## src/sv/vpa_pkg.sv

```systemverilog
// vpa_pkg: shared types and constants for the variable partition allocator
// used by vpa_cell and variable_partition_allocator

package vpa_pkg;

  localparam int TableEntries = 16;
  localparam int IdxW = $clog2(TableEntries);
  localparam int CntW = IdxW + 1;

  localparam logic [1:0] POL_BEST  = 2'd0;
  localparam logic [1:0] POL_FIRST = 2'd1;
  localparam logic [1:0] POL_WORST = 2'd2;
  localparam logic [1:0] POL_NEXT  = 2'd3;

  localparam logic CMD_ALLOC   = 1'b0;
  localparam logic CMD_RELEASE = 1'b1;

  localparam logic [1:0] ST_DONE     = 2'd0;
  localparam logic [1:0] ST_NO_FIT   = 2'd1;
  localparam logic [1:0] ST_FULL     = 2'd2;
  localparam logic [1:0] ST_NOT_FOUND = 2'd3;

  localparam logic [1:0] REG_FIT_POLICY = 2'd0;

  typedef struct packed {
    logic [15:0] base;
    logic [15:0] last;
    logic [16:0] size;
    logic [7:0]  owner;
  } entry_t;

  localparam entry_t ENTRY_INIT = '{base: 16'h0000, last: 16'hFFFF,
                                    size: 17'h10000, owner: 8'h00};

  typedef enum logic [1:0] {
    OP_NONE,
    OP_WRITE,
    OP_SPLIT,
    OP_MERGE1
  } cell_op_t;

  typedef struct packed {
    cell_op_t        op;
    logic            two;   // merge removes two entries
    logic [IdxW-1:0] at;
    entry_t          wa;
    entry_t          wb;
  } cell_ctl_t;

  typedef struct packed {
    logic        cmd;
    logic [16:0] alloc_size;
    logic [7:0]  owner_id;
    logic [15:0] next_from;
    logic [15:0] release_start;
  } vpa_req_t;

  typedef struct packed {
    logic [1:0]  status;
    logic [15:0] out_start;
    logic [15:0] out_end;
    logic [16:0] out_size;
    logic [7:0]  out_owner;
    logic [4:0]  segments_in_use;
  } vpa_res_t;

endpackage

```

## src/sv/vpa_cell.sv

```systemverilog
// vpa_cell: one segment table entry, shifts with its neighbors on insert/remove
// depends on vpa_pkg

module vpa_cell import vpa_pkg::*; (
  input  logic            clk,
  input  logic            rst,
  input  logic [IdxW-1:0] idx,
  input  cell_ctl_t       ctl,
  input  entry_t          from_left,
  input  entry_t          from_r1,
  input  entry_t          from_r2,
  output entry_t          ent
);

  logic [CntW-1:0] idx_w;
  logic [CntW-1:0] at_w;

  assign idx_w = {1'b0, idx};
  assign at_w  = {1'b0, ctl.at};

  always_ff @(posedge clk) begin
    if (rst) begin
      ent <= ENTRY_INIT;
    end else begin
      case (ctl.op)
        OP_WRITE: begin
          if (idx_w == at_w) ent <= ctl.wa;
        end
        OP_SPLIT: begin
          if (idx_w == at_w) ent <= ctl.wa;
          else if (idx_w == at_w + 1'b1) ent <= ctl.wb;
          else if (idx_w > at_w + 1'b1) ent <= from_left;
        end
        OP_MERGE1: begin
          if (idx_w == at_w) ent <= ctl.wa;
          else if (idx_w > at_w) ent <= ctl.two ? from_r2 : from_r1;
        end
        default: ;
      endcase
    end
  end

endmodule

```

## config.mk

```make
export PLATFORM = sky130hd
export DESIGN_NAME = vpa_cell
export DESIGN_NICKNAME = d
export VERILOG_FILES = /design/src/sv/vpa_pkg.sv /design/src/sv/vpa_cell.sv
export SDC_FILE = /design/constraint.sdc
export NUM_CORES = 1
export LEC_CHECK = 0
export BUFFER_PORTS_ARGS = -buffer_cell sky130_fd_sc_hd__buf_2
export CAP_MARGIN = 10
export CELL_PAD_IN_SITES_DETAIL_PLACEMENT = 0
export CELL_PAD_IN_SITES_GLOBAL_PLACEMENT = 1
export CORE_MARGIN = 1
export CORE_UTILIZATION = 29
export DETAILED_ROUTE_END_ITERATION = 8
export HOLD_SLACK_MARGIN = 0.12
export PLACE_DENSITY = 0.8
export REMOVE_ABC_BUFFERS = 1
export SLEW_MARGIN = 20
export SYNTH_ARGS = -nofsm -noshare
export SYNTH_HDL_FRONTEND = slang
export SYNTH_SLANG_ARGS = --single-unit
```

## constraint.sdc

```tcl
create_clock -name clk -period 2.7 [get_ports clk]
set_input_delay 0.135 -clock clk [delete_from_list [all_inputs] [get_ports clk]]
set_output_delay 0.135 -clock clk [all_outputs]
set_load 0.01 [all_outputs]
```

==> run_results.csv, run 1 <==
group,metric,value,unit
yosys,synth.most_common_cell,"nand4_1",
worst_hold_path,min_to,"ent[24]$_SDFFE_PP1P_",
placement,dp.cells,1142,
sta,finalHoldViolCount,0,
yosys,ys_warn_count,0,
sta,worstMarginPinSlew,0.710,ns
sta,fin_ws,0.605,ns
sta,max_slew_margin,52.7,%
clock_tree,cts.hold.buffers_added,0,
yosys,syn-instance-count,618,
yosys,synthTopCellsByArea,"dfxtp_1 21%, mux2_2 18%, nand4_1 14%",
yosys,synth_top_area_share,21.5,%
worst_hold_path,holdPathStages,4,
clock_tree,clkSinkCount,57,
global_route,antenna_found_initial,0,
sta,max_freq,477,MHz
sta,rsz0062_at_grt,"no",
clock_tree,post_cts_buffers,0,
detailed_routing,wl,19900,microns
die,coreArea,18000,sq um
critical_path,crit_path_max_fanout,24,
power_and_ir_drop,pwr-share-seq,31.4,%
detailed_routing,met3_length,1420,microns
die,dieArea,18900,sq um
yosys,avgSynthCellArea,8.59,sq um
flow_run,max-cap-violations,0,
clock_tree,tritoncts,"done",
cells_and_area,regArea,1140,sq um
power_and_ir_drop,p_int,2.14,mW
critical_path,r2r_start,"ent[40]$_SDFFE_PP1P_",
placement,place_area,7270,sq um
power_and_ir_drop,power_density,409,nW/um^2
worst_hold_path,min_path_type,"primary input to register",
global_route,gr-usage-all-layers,20.2,%
detailed_routing,vias,6024,
cells_and_area,drive_above_1_share,56.4,%
detailed_routing,met2_wirelength,9690,microns
critical_path,worst-setup-path-type,"primary input to register",
sta,clock_skew,0,ns
critical_path,path_depth,10,
cells_and_area,largest_register_ffs,57,
clock_tree,htreeDepth,3,
critical_path,slowest_stage,"mux2_2",
yosys,yosysUniqueCellTypes,31,
placement,dp_hpwl,14900,microns
critical_path,worstReg2RegEnd,"ent[40]$_SDFFE_PP1P_",
sta,tns,0,ns
critical_path,path_common_cell,"ha_1",
global_route,grt_max_degree,81,
critical_path,arrival,2.31,ns
yosys,synthArstFlopShare,0,%
yosys,seq_area_frac_synth,21.5,%
cells_and_area,fin_area,7520,sq um
detailed_routing,avgRoutedWirePerCell,17.2,microns
sta,slew_violations,0,
critical_path,crit_buf_inv,2,
placement,place.gp.congestion,0.839,
yosys,syn_area,5310,sq um
die,dieHeight,137,microns
cells_and_area,multi_input_area,3830,sq um
critical_path,ff2ff_path_depth,2,
clock_tree,cts_buffers,9,
sta,finalCritPeriodShare,77.6,%
critical_path,regToRegSetupSlack,1.69,ns
sta,period_needed,2.09,ns
clock_tree,clk-insertion-delay-late,0.32,ns
clock_tree,clockBufferDepth,2,
power_and_ir_drop,leakage,3.57,nW
die,num_rows,49,
cells_and_area,regMostFlops,"ent",
critical_path,slowest_delay,0.35,ns
run_status,status,"complete, no violations",
cells_and_area,final_cell_count_no_fill,1154,
yosys,synthTopCellsByCount,"120 x nand4_1, 84 x mux2_2, 57 x dfxtp_1",
power_and_ir_drop,p_sw_share,30.4,%
critical_path,crit_path_start_kind,"primary input",
detailed_routing,drtAntennaViolNets,0,
yosys,synth_edf_count,0,
critical_path,endpoint_kind,"register",
clock_tree,clk_pin_slew,0.05,ns
global_route,grt-ovfl-total,0,
detailed_routing,route.detailed.drc,0,
power_and_ir_drop,power_frac_comb,35.7,%
global_route,grt_pass1_vias,5620,
detailed_routing,met1_length,8350,microns
detailed_routing,drt-pass1-iter-count,5,
detailed_routing,top_layer_used,"met4",
power_and_ir_drop,peakVddDrop,0.262,mV
die,pin_count,355,
global_route,grt_first_pass_wirelength,29400,microns
die,start_util,29.6,%
placement,dp_slack,0.293,ns
sta,setup_viol,0,
worst_hold_path,worstHoldStart,"ctl[81]",
critical_path,critPathTopFamily,"compound AO/OA/AOI/OAI gates",
cells_and_area,fillers,1861,
yosys,synth_top_cell_by_area,"dfxtp_1",
clock_tree,cts-resized-gates,0,
yosys,synth-main-ff-cell,"dfxtp_1",
die,fp.dieW,137,microns
clock_tree,cts_root_buf,"clkbuf_16",
critical_path,critPathRequiredTime,2.91,ns
power_and_ir_drop,power_switching,0.937,mW
cells_and_area,reg_top3,"ent x57",
power_and_ir_drop,power_frac_clock,32.9,%
critical_path,path_cells,"buf_2 -> ha_1 -> xnor2_1 -> ha_1 -> o21ai_0 -> a21oi_1 -> o31ai_1 -> a211o_4 -> buf_12 -> mux2_2",
detailed_routing,first_iter_violations,263,
yosys,synth-seq-cells,57,
cells_and_area,syn2layout_area_growth,41.7,%
cells_and_area,layout.nets,1231,
placement,io_buffers,354,
detailed_routing,vias_per_cell,5.22,
cells_and_area,antenna_cells,0,
==> layer usage <==
layer	track usage [%]	up-vias
li1	-	2975
met1	24.6	2764
met2	34.8	257
met3	4.71	28
met4	6.84	0
met5	0	-
==> power groups by stage <==
stage                     Sequential [mW]  Combinational, mW  Clock [mW]
after floorplan                      1.02              0.536           0
after global placement              0.979               1.10           0
after detailed placement            0.980               1.10           0
after CTS                           0.965               1.11        1.06
after global routing                0.973               1.20        1.09
final                               0.966               1.10        1.01
==> cell type report <==
type / instances / area share, %
Sequential cell: 57 / 15.2
Timing Repair Buffer: 373 / 26.3
Clock buffer: 11 / 3.36
Inverter: 8 / 0.399
Clock inverter: 1 / 0.0665
Multi-Input combinational cell: 475 / 50.9
Tap cell: 229 / 3.81
==> worst register-to-register path: stages, from the launching register on <==
cell and delay, ns:
dfxtp_1 0.34, or2_2 0.30, mux2_2 0.26
==> cell families (layout without fill, tap and decap cells) <==
kind of cell	after synthesis	count (layout)	share of synthesized area (%)
flops	57	57	21.5
compound gates	104	104	14.0
xor+xnor	2	2	0.330
simple gates	229	229	25.7
mux	131	131	29.5
fa+ha+maj	9	9	2.12
buf+inv	86	393	6.81
==> layout by cell type, fill, tap and decap left out, types with 17 or more instances in the layout <==
| cell | synthesis | routed |
|---|---|---|
| a31oi_1 | 40 | 40 |
| nand3_1 | 19 | 19 |
| mux2_2 | 84 | 84 |
| nand4_1 | 120 | 120 |
| mux2_4 | 30 | 30 |
| or2_2 | 17 | 17 |
| dfxtp_1 | 57 | 57 |
| a21boi_0 | 40 | 40 |
| buf_2 | 13 | 353 |
| mux2i_1 | 17 | 17 |
| nand2_1 | 22 | 20 |
| nor2b_1 | 41 | 40 |
| o2111ai_1 | 17 | 17 |
==> metrics by stage <==
stage | total power [mW] | util, % | hold WS, ns
3_3_place_gp | 2.08 | 40.4 | 0.505
3_5_place_dp | 2.08 | 40.4 | 0.508
2_1_floorplan | 1.56 | - | 0.361
5_1_grt | 3.26 | 41.9 | 0.174
4_1_cts | 3.13 | 41.9 | 0.153
6_report | 3.08 | 41.9 | 0.170
==> worst max path at each step <==
stage,start,end,slack (ns)
3_5_place_dp,ctl[114],ent[12]$_SDFFE_PP0P_,0.29
3_3_place_gp,ctl[114],ent[53]$_SDFFE_PP0P_,0.29
2_1_floorplan,idx[0],ent[17]$_SDFFE_PP0P_,-0.99
5_1_grt,ctl[114],ent[48]$_SDFFE_PP0P_,0.44
6_report,ctl[114],ent[52]$_SDFFE_PP0P_,0.61
4_1_cts,ctl[114],ent[12]$_SDFFE_PP0P_,0.62
Power figures use the tool's default switching activity.
==> run 2, diff against run 1 <==
- clock period: 2.7 -> 1.98 ns (I/O delays scaled with it)
==> run_results.csv, run 2 (same netlist as run 1, synthesis figures left out) <==
group,metric,value,unit
critical_path,arrival,2.17,ns
critical_path,path_cells,"buf_4 -> ha_4 -> xnor2_2 -> ha_1 -> and4_4 -> o31ai_4 -> a211o_4 -> clkbuf_16 -> mux2_2",
detailed_routing,avgRoutedWirePerCell,17.9,microns
flow_run,max-cap-violations,0,
sta,worstMarginPinSlew,0.541,ns
cells_and_area,final_cell_mix,"352 x buf_2, 120 x nand4_1, 84 x mux2_2",
die,fp.dieW,137,microns
detailed_routing,vias_per_cell,5.19,
cells_and_area,layout.nets,1252,
placement,place.gp.congestion,0.811,
placement,dp_hpwl,15600,microns
die,dieHeight,137,microns
global_route,grt_pass1_vias,5588,
global_route,grt-ovfl-total,0,
global_route,gr-usage-all-layers,20.3,%
cells_and_area,regMostFlops,"ent",
critical_path,crit_path_start_kind,"primary input",
detailed_routing,wl,21000,microns
sta,max_freq,513,MHz
clock_tree,clkSinkCount,57,
run_status,status,"complete, no violations",
sta,max_slew_margin,63.7,%
clock_tree,clockBufferDepth,2,
power_and_ir_drop,peakVddDrop,0.399,mV
die,start_util,29.6,%
detailed_routing,met3_length,1220,microns
critical_path,slowest_delay,0.33,ns
detailed_routing,drtAntennaViolNets,0,
global_route,grt_max_degree,72,
critical_path,crit_buf_inv,2,
cells_and_area,final_common_cell,"buf_2",
critical_path,endpoint_kind,"register",
power_and_ir_drop,power_density,564,nW/um^2
placement,io_buffers,354,
global_route,grt_first_pass_wirelength,29300,microns
critical_path,critPathRequiredTime,2.20,ns
critical_path,critPathTopFamily,"compound AO/OA/AOI/OAI gates",
sta,setup_viol,0,
cells_and_area,final_core_util,44.6,%
detailed_routing,met2_wirelength,10400,microns
cells_and_area,reg_top3,"ent x57",
sta,finalHoldViolCount,0,
sta,tns,0,ns
clock_tree,cts_root_buf,"clkbuf_16",
detailed_routing,drt-pass1-iter-count,5,
clock_tree,tritoncts,"done",
sta,slew_violations,0,
critical_path,slowest_stage,"ha_1",
detailed_routing,vias,6113,
clock_tree,clk-insertion-delay-late,0.33,ns
die,num_rows,49,
global_route,antenna_found_initial,1,
cells_and_area,syn2layout_area_growth,50.9,%
detailed_routing,top_layer_used,"met4",
worst_hold_path,min_path_type,"primary input to register",
critical_path,crit_path_max_fanout,6,
clock_tree,cts_buffers,9,
die,coreArea,18000,sq um
cells_and_area,drive_above_1_share,58.3,%
clock_tree,post_cts_buffers,0,
sta,period_needed,1.95,ns
die,pin_count,355,
detailed_routing,route.detailed.drc,0,
cells_and_area,largest_register_ffs,57,
clock_tree,clk_pin_slew,0.05,ns
detailed_routing,met1_length,9130,microns
power_and_ir_drop,leakage,3.79,nW
sta,finalCritPeriodShare,98.4,%
sta,clock_skew,0,ns
clock_tree,htreeDepth,3,
die,dieArea,18900,sq um
detailed_routing,first_iter_violations,256,
critical_path,worst-setup-path-type,"primary input to register",
==> run 2: cell types whose count changed in the layout (fill, tap and decap cells not counted), sizes merged <==
cell	delta
dlygate4sd3	+1
a211o	+1
bufinv	+1
clkbuf	+3
diode	+1
buf	+15
clkinv	+2
==> run 2: path summary, 6_finish.rpt <==
| path | startpoint | endpoint | slack [ns] | cells after the start |
|---|---|---|---|---|
| hold / removal | ctl[93] | ent[36]$_SDFFE_PP1P_ | 0.14 | 4 |
| setup / recovery | ctl[114] | ent[5]$_SDFFE_PP0P_ | 0.03 | 9 |
| hold reg to reg | ent[32]$_SDFFE_PP1P_ | ent[32]$_SDFFE_PP1P_ | 0.56 | 2 |
| setup reg to reg | ent[40]$_SDFFE_PP1P_ | ent[40]$_SDFFE_PP1P_ | 0.97 | 2 |
==> run 2: worst min-delay path: stages <==
cell       delay, ns
buf_2           0.07
nand2_1         0.04
o2111ai_1       0.09
mux2_4          0.14
==> run 2: power breakdown <==
group          internal [mW]  leakage, nW  switching (mW)
Sequential              1.27        0.468          0.0514
Combinational          0.901         3.18           0.793
Clock                  0.984        0.144           0.525
Total                   3.15         3.79            1.37
==> run 2: routing by layer <==
layer  global-route usage, %  vias to the layer above
li1                        -                     3031
met3                    4.05                       27
met5                       0                        -
met1                    24.9                     2826
met4                    6.53                        0
met2                    35.4                      229
==> run 2: metrics by stage <==
stage	power [mW]	instance area, sq um	setup WS (ns)	instances	hold WS (ns)
after floorplan	2.12	4980	-1.67	540	0.325
after global placement	2.90	7500	-0.297	1156	0.466
after detailed placement	2.91	7500	-0.297	1156	0.469
after CTS	4.45	7790	0.0382	1171	0.126
after global routing	4.76	8010	-0.0297	1177	0.140
final	4.52	8010	0.0315	1178	0.138
==> run 2: area by class of cell <==
class | count | area [sq um]
Clock inverter | 4 | 45.0
Timing Repair Buffer | 393 | 2350
Clock buffer | 10 | 239
Multi-Input combinational cell | 476 | 3920
Inverter | 8 | 30.0
Fill cell | 1814 | 9950
Sequential cell | 57 | 1140
Antenna cell | 1 | 2.50
Tap cell | 229 | 287
==> run 2: repair_timing <==
action	in CTS	in global routing
hold buffers	1	0
resized for setup	0	20
setup endpoints to repair	0	57
hold endpoints to repair	1	0
==> run 3, diff against run 2 <==
- CORE_ASPECT_RATIO: default -> 0.9
- SETUP_SLACK_MARGIN: default -> 0.4
==> run_results.csv, run 3 (same netlist as run 1, synthesis figures left out) <==
group,metric,value,unit
sta,period_needed,1.97,ns
global_route,grt_use_met1,27.1,%
global_route,gr-usage-all-layers,21.4,%
detailed_routing,first_iter_violations,270,
cells_and_area,drive_above_1_share,58.5,%
placement,place_area,7560,sq um
placement,io_buffers,354,
flow_run,max-cap-violations,0,
sta,slew_violations,0,
global_route,grt_max_degree,81,
sta,finalCritPeriodShare,99.4,%
critical_path,critPathTopFamily,"adder cells",
sta,setup_viol,0,
worst_hold_path,holdPathStages,4,
detailed_routing,vias_per_cell,5.16,
worst_hold_path,min_path_type,"primary input to register",
global_route,grt_busiest_layer,"met2",
cells_and_area,fillers,1772,
detailed_routing,avgRoutedWirePerCell,17.3,microns
cells_and_area,final_core_util,45.7,%
worst_hold_path,min_to,"ent[37]$_SDFFE_PP1P_",
cells_and_area,reg_top3,"ent x57",
power_and_ir_drop,design_power_total,4.56,mW
global_route,grt_pass1_vias,5815,
critical_path,crit_buf_inv,4,
global_route,grt-ovfl-total,0,
power_and_ir_drop,power_frac_clock,33.1,%
die,start_util,29.9,%
cells_and_area,antenna_cells,0,
detailed_routing,drtAntennaViolNets,0,
clock_tree,clk-insertion-delay-late,0.32,ns
die,fp.dieW,145,microns
detailed_routing,route.detailed.drc,0,
die,pin_count,355,
placement,dp_hpwl,15700,microns
sta,worstMarginPinSlew,0.525,ns
sta,fin_hold_ws,0.142,ns
sta,max_slew_margin,64.8,%
cells_and_area,syn2layout_area_growth,53.2,%
die,dieHeight,130,microns
global_route,antenna_found_initial,0,
cells_and_area,fin_area,8130,sq um
cells_and_area,final_cell_mix,"351 x buf_2, 120 x nand4_1, 82 x mux2_2",
global_route,grt.met3_usage,3.85,%
critical_path,arrival,2.17,ns
cells_and_area,multi_input_area,3880,sq um
die,dieArea,18900,sq um
power_and_ir_drop,power_frac_comb,38.1,%
die,coreArea,17800,sq um
critical_path,worstReg2RegEnd,"ent[31]$_SDFFE_PP1P_",
sta,finalHoldViolCount,0,
power_and_ir_drop,power_density,560,nW/um^2
power_and_ir_drop,p_int,3.18,mW
power_and_ir_drop,pwr-share-seq,28.9,%
detailed_routing,vias,6174,
critical_path,path_depth,11,
cells_and_area,regMostFlops,"ent",
critical_path,slowest_delay,0.38,ns
clock_tree,cts_root_buf,"clkbuf_16",
cells_and_area,final_common_cell,"buf_2",
critical_path,slowest_stage,"a211o_4",
critical_path,crit_path_start_kind,"primary input",
critical_path,worst-setup-path-type,"primary input to register",
power_and_ir_drop,peakVddDrop,0.324,mV
critical_path,r2r_start,"ent[31]$_SDFFE_PP1P_",
critical_path,path_cells,"buf_8 -> ha_4 -> xnor2_2 -> ha_1 -> and4_4 -> o31ai_2 -> a211o_4 -> buf_6 -> buf_6 -> buf_12 -> mux2_4",
placement,place.gp.congestion,0.866,
critical_path,critPathRequiredTime,2.18,ns
sta,max_freq,508,MHz
sta,rsz0062_at_grt,"yes",
run_status,status,"complete, no violations",
detailed_routing,wl,20700,microns
critical_path,crit_path_max_fanout,8,
power_and_ir_drop,leakage,3.85,nW
global_route,use_met2,37.3,%
detailed_routing,drt-pass1-iter-count,4,
clock_tree,clockBufferDepth,2,
critical_path,endpoint_kind,"register",
power_and_ir_drop,power_switching,1.37,mW
critical_path,path_common_cell,"buf_6",
critical_path,ff2ff_path_depth,2,
critical_path,regToRegSetupSlack,1.02,ns
cells_and_area,largest_register_ffs,57,
clock_tree,cts_buffers,9,
clock_tree,htreeDepth,3,
power_and_ir_drop,p_sw_share,30.1,%
clock_tree,clkSinkCount,57,
clock_tree,tritoncts,"done",
die,num_rows,46,
global_route,grt_first_pass_wirelength,31000,microns
cells_and_area,layout.nets,1259,
sta,clock_skew,0,ns
cells_and_area,regArea,1140,sq um
worst_hold_path,worstHoldStart,"ctl[94]",
clock_tree,clk_pin_slew,0.05,ns
[run 3: worst register-to-register path, cell delays in order, from the launching register on]
cell and delay, ns:
dfxtp_1 0.31, or2_2 0.29, mux2_4 0.25
[run 3: area by class of cell]
cell class                 instances  share of cell area (%)
clock buffer                      11                    2.86
timing repair buffer             401                    30.6
clock inverter                     5                   0.692
tap                              240                    3.69
inverter                           8                   0.369
sequential                        57                    14.0
multi-input combinational        475                    47.7
[run 3: timing repair]
action | 4_1_cts | 5_1_grt
setup endpoints to repair | 57 | 57
hold buffers | 0 | 0
pin swaps | 8 | 4
resized for setup | 22 | 3
gates cloned | 4 | 0
setup buffers | 7 | 0
[run 3: metal layers]
metal | wire [microns] | up-vias | share of wire (%)
li1 | - | 3052 | -
met1 | 9150 | 2853 | 44
met2 | 10000 | 250 | 48
met3 | 1260 | 19 | 6.1
met4 | 245 | 0 | 1.2
met5 | 0 | - | 0
[run 3: metrics by stage]
| stage | worst slack (ns) | TNS [ns] | instances |
|---|---|---|---|
| 6_report | 0.0129 | 0 | 1197 |
| 5_1_grt | -0.0175 | -0.0851 | 1197 |
| 4_1_cts | 0.0793 | 0 | 1197 |
| 3_5_place_dp | -0.325 | -16.72 | 1170 |
| 3_3_place_gp | -0.293 | -15.12 | 1170 |
| 2_1_floorplan | -1.67 | -95.15 | 540 |
[run 3: worst max-delay path by stage]
| stage | from | endpoint | slack (ns) |
|---|---|---|---|
| after floorplan | idx[0] | ent[17]$_SDFFE_PP0P_ | -1.67 |
| after global placement | ctl[114] | ent[15]$_SDFFE_PP0P_ | -0.29 |
| after detailed placement | ctl[114] | ent[16]$_SDFFE_PP0P_ | -0.32 |
| after CTS | ctl[115] | ent[16]$_SDFFE_PP0P_ | 0.08 |
| after global routing | ctl[115] | ent[16]$_SDFFE_PP0P_ | -0.02 |
| final | ctl[115] | ent[16]$_SDFFE_PP0P_ | 0.01 |
[run 3: power groups by stage]
stage               Combinational (mW)  Sequential [mW]  Clock [mW]
detailed placement                1.59             1.34           0
CTS                               1.74             1.31        1.56
finish                            1.73             1.32        1.51
global placement                  1.57             1.33           0
floorplan                        0.731             1.39           0
global route                      1.88             1.33        1.62
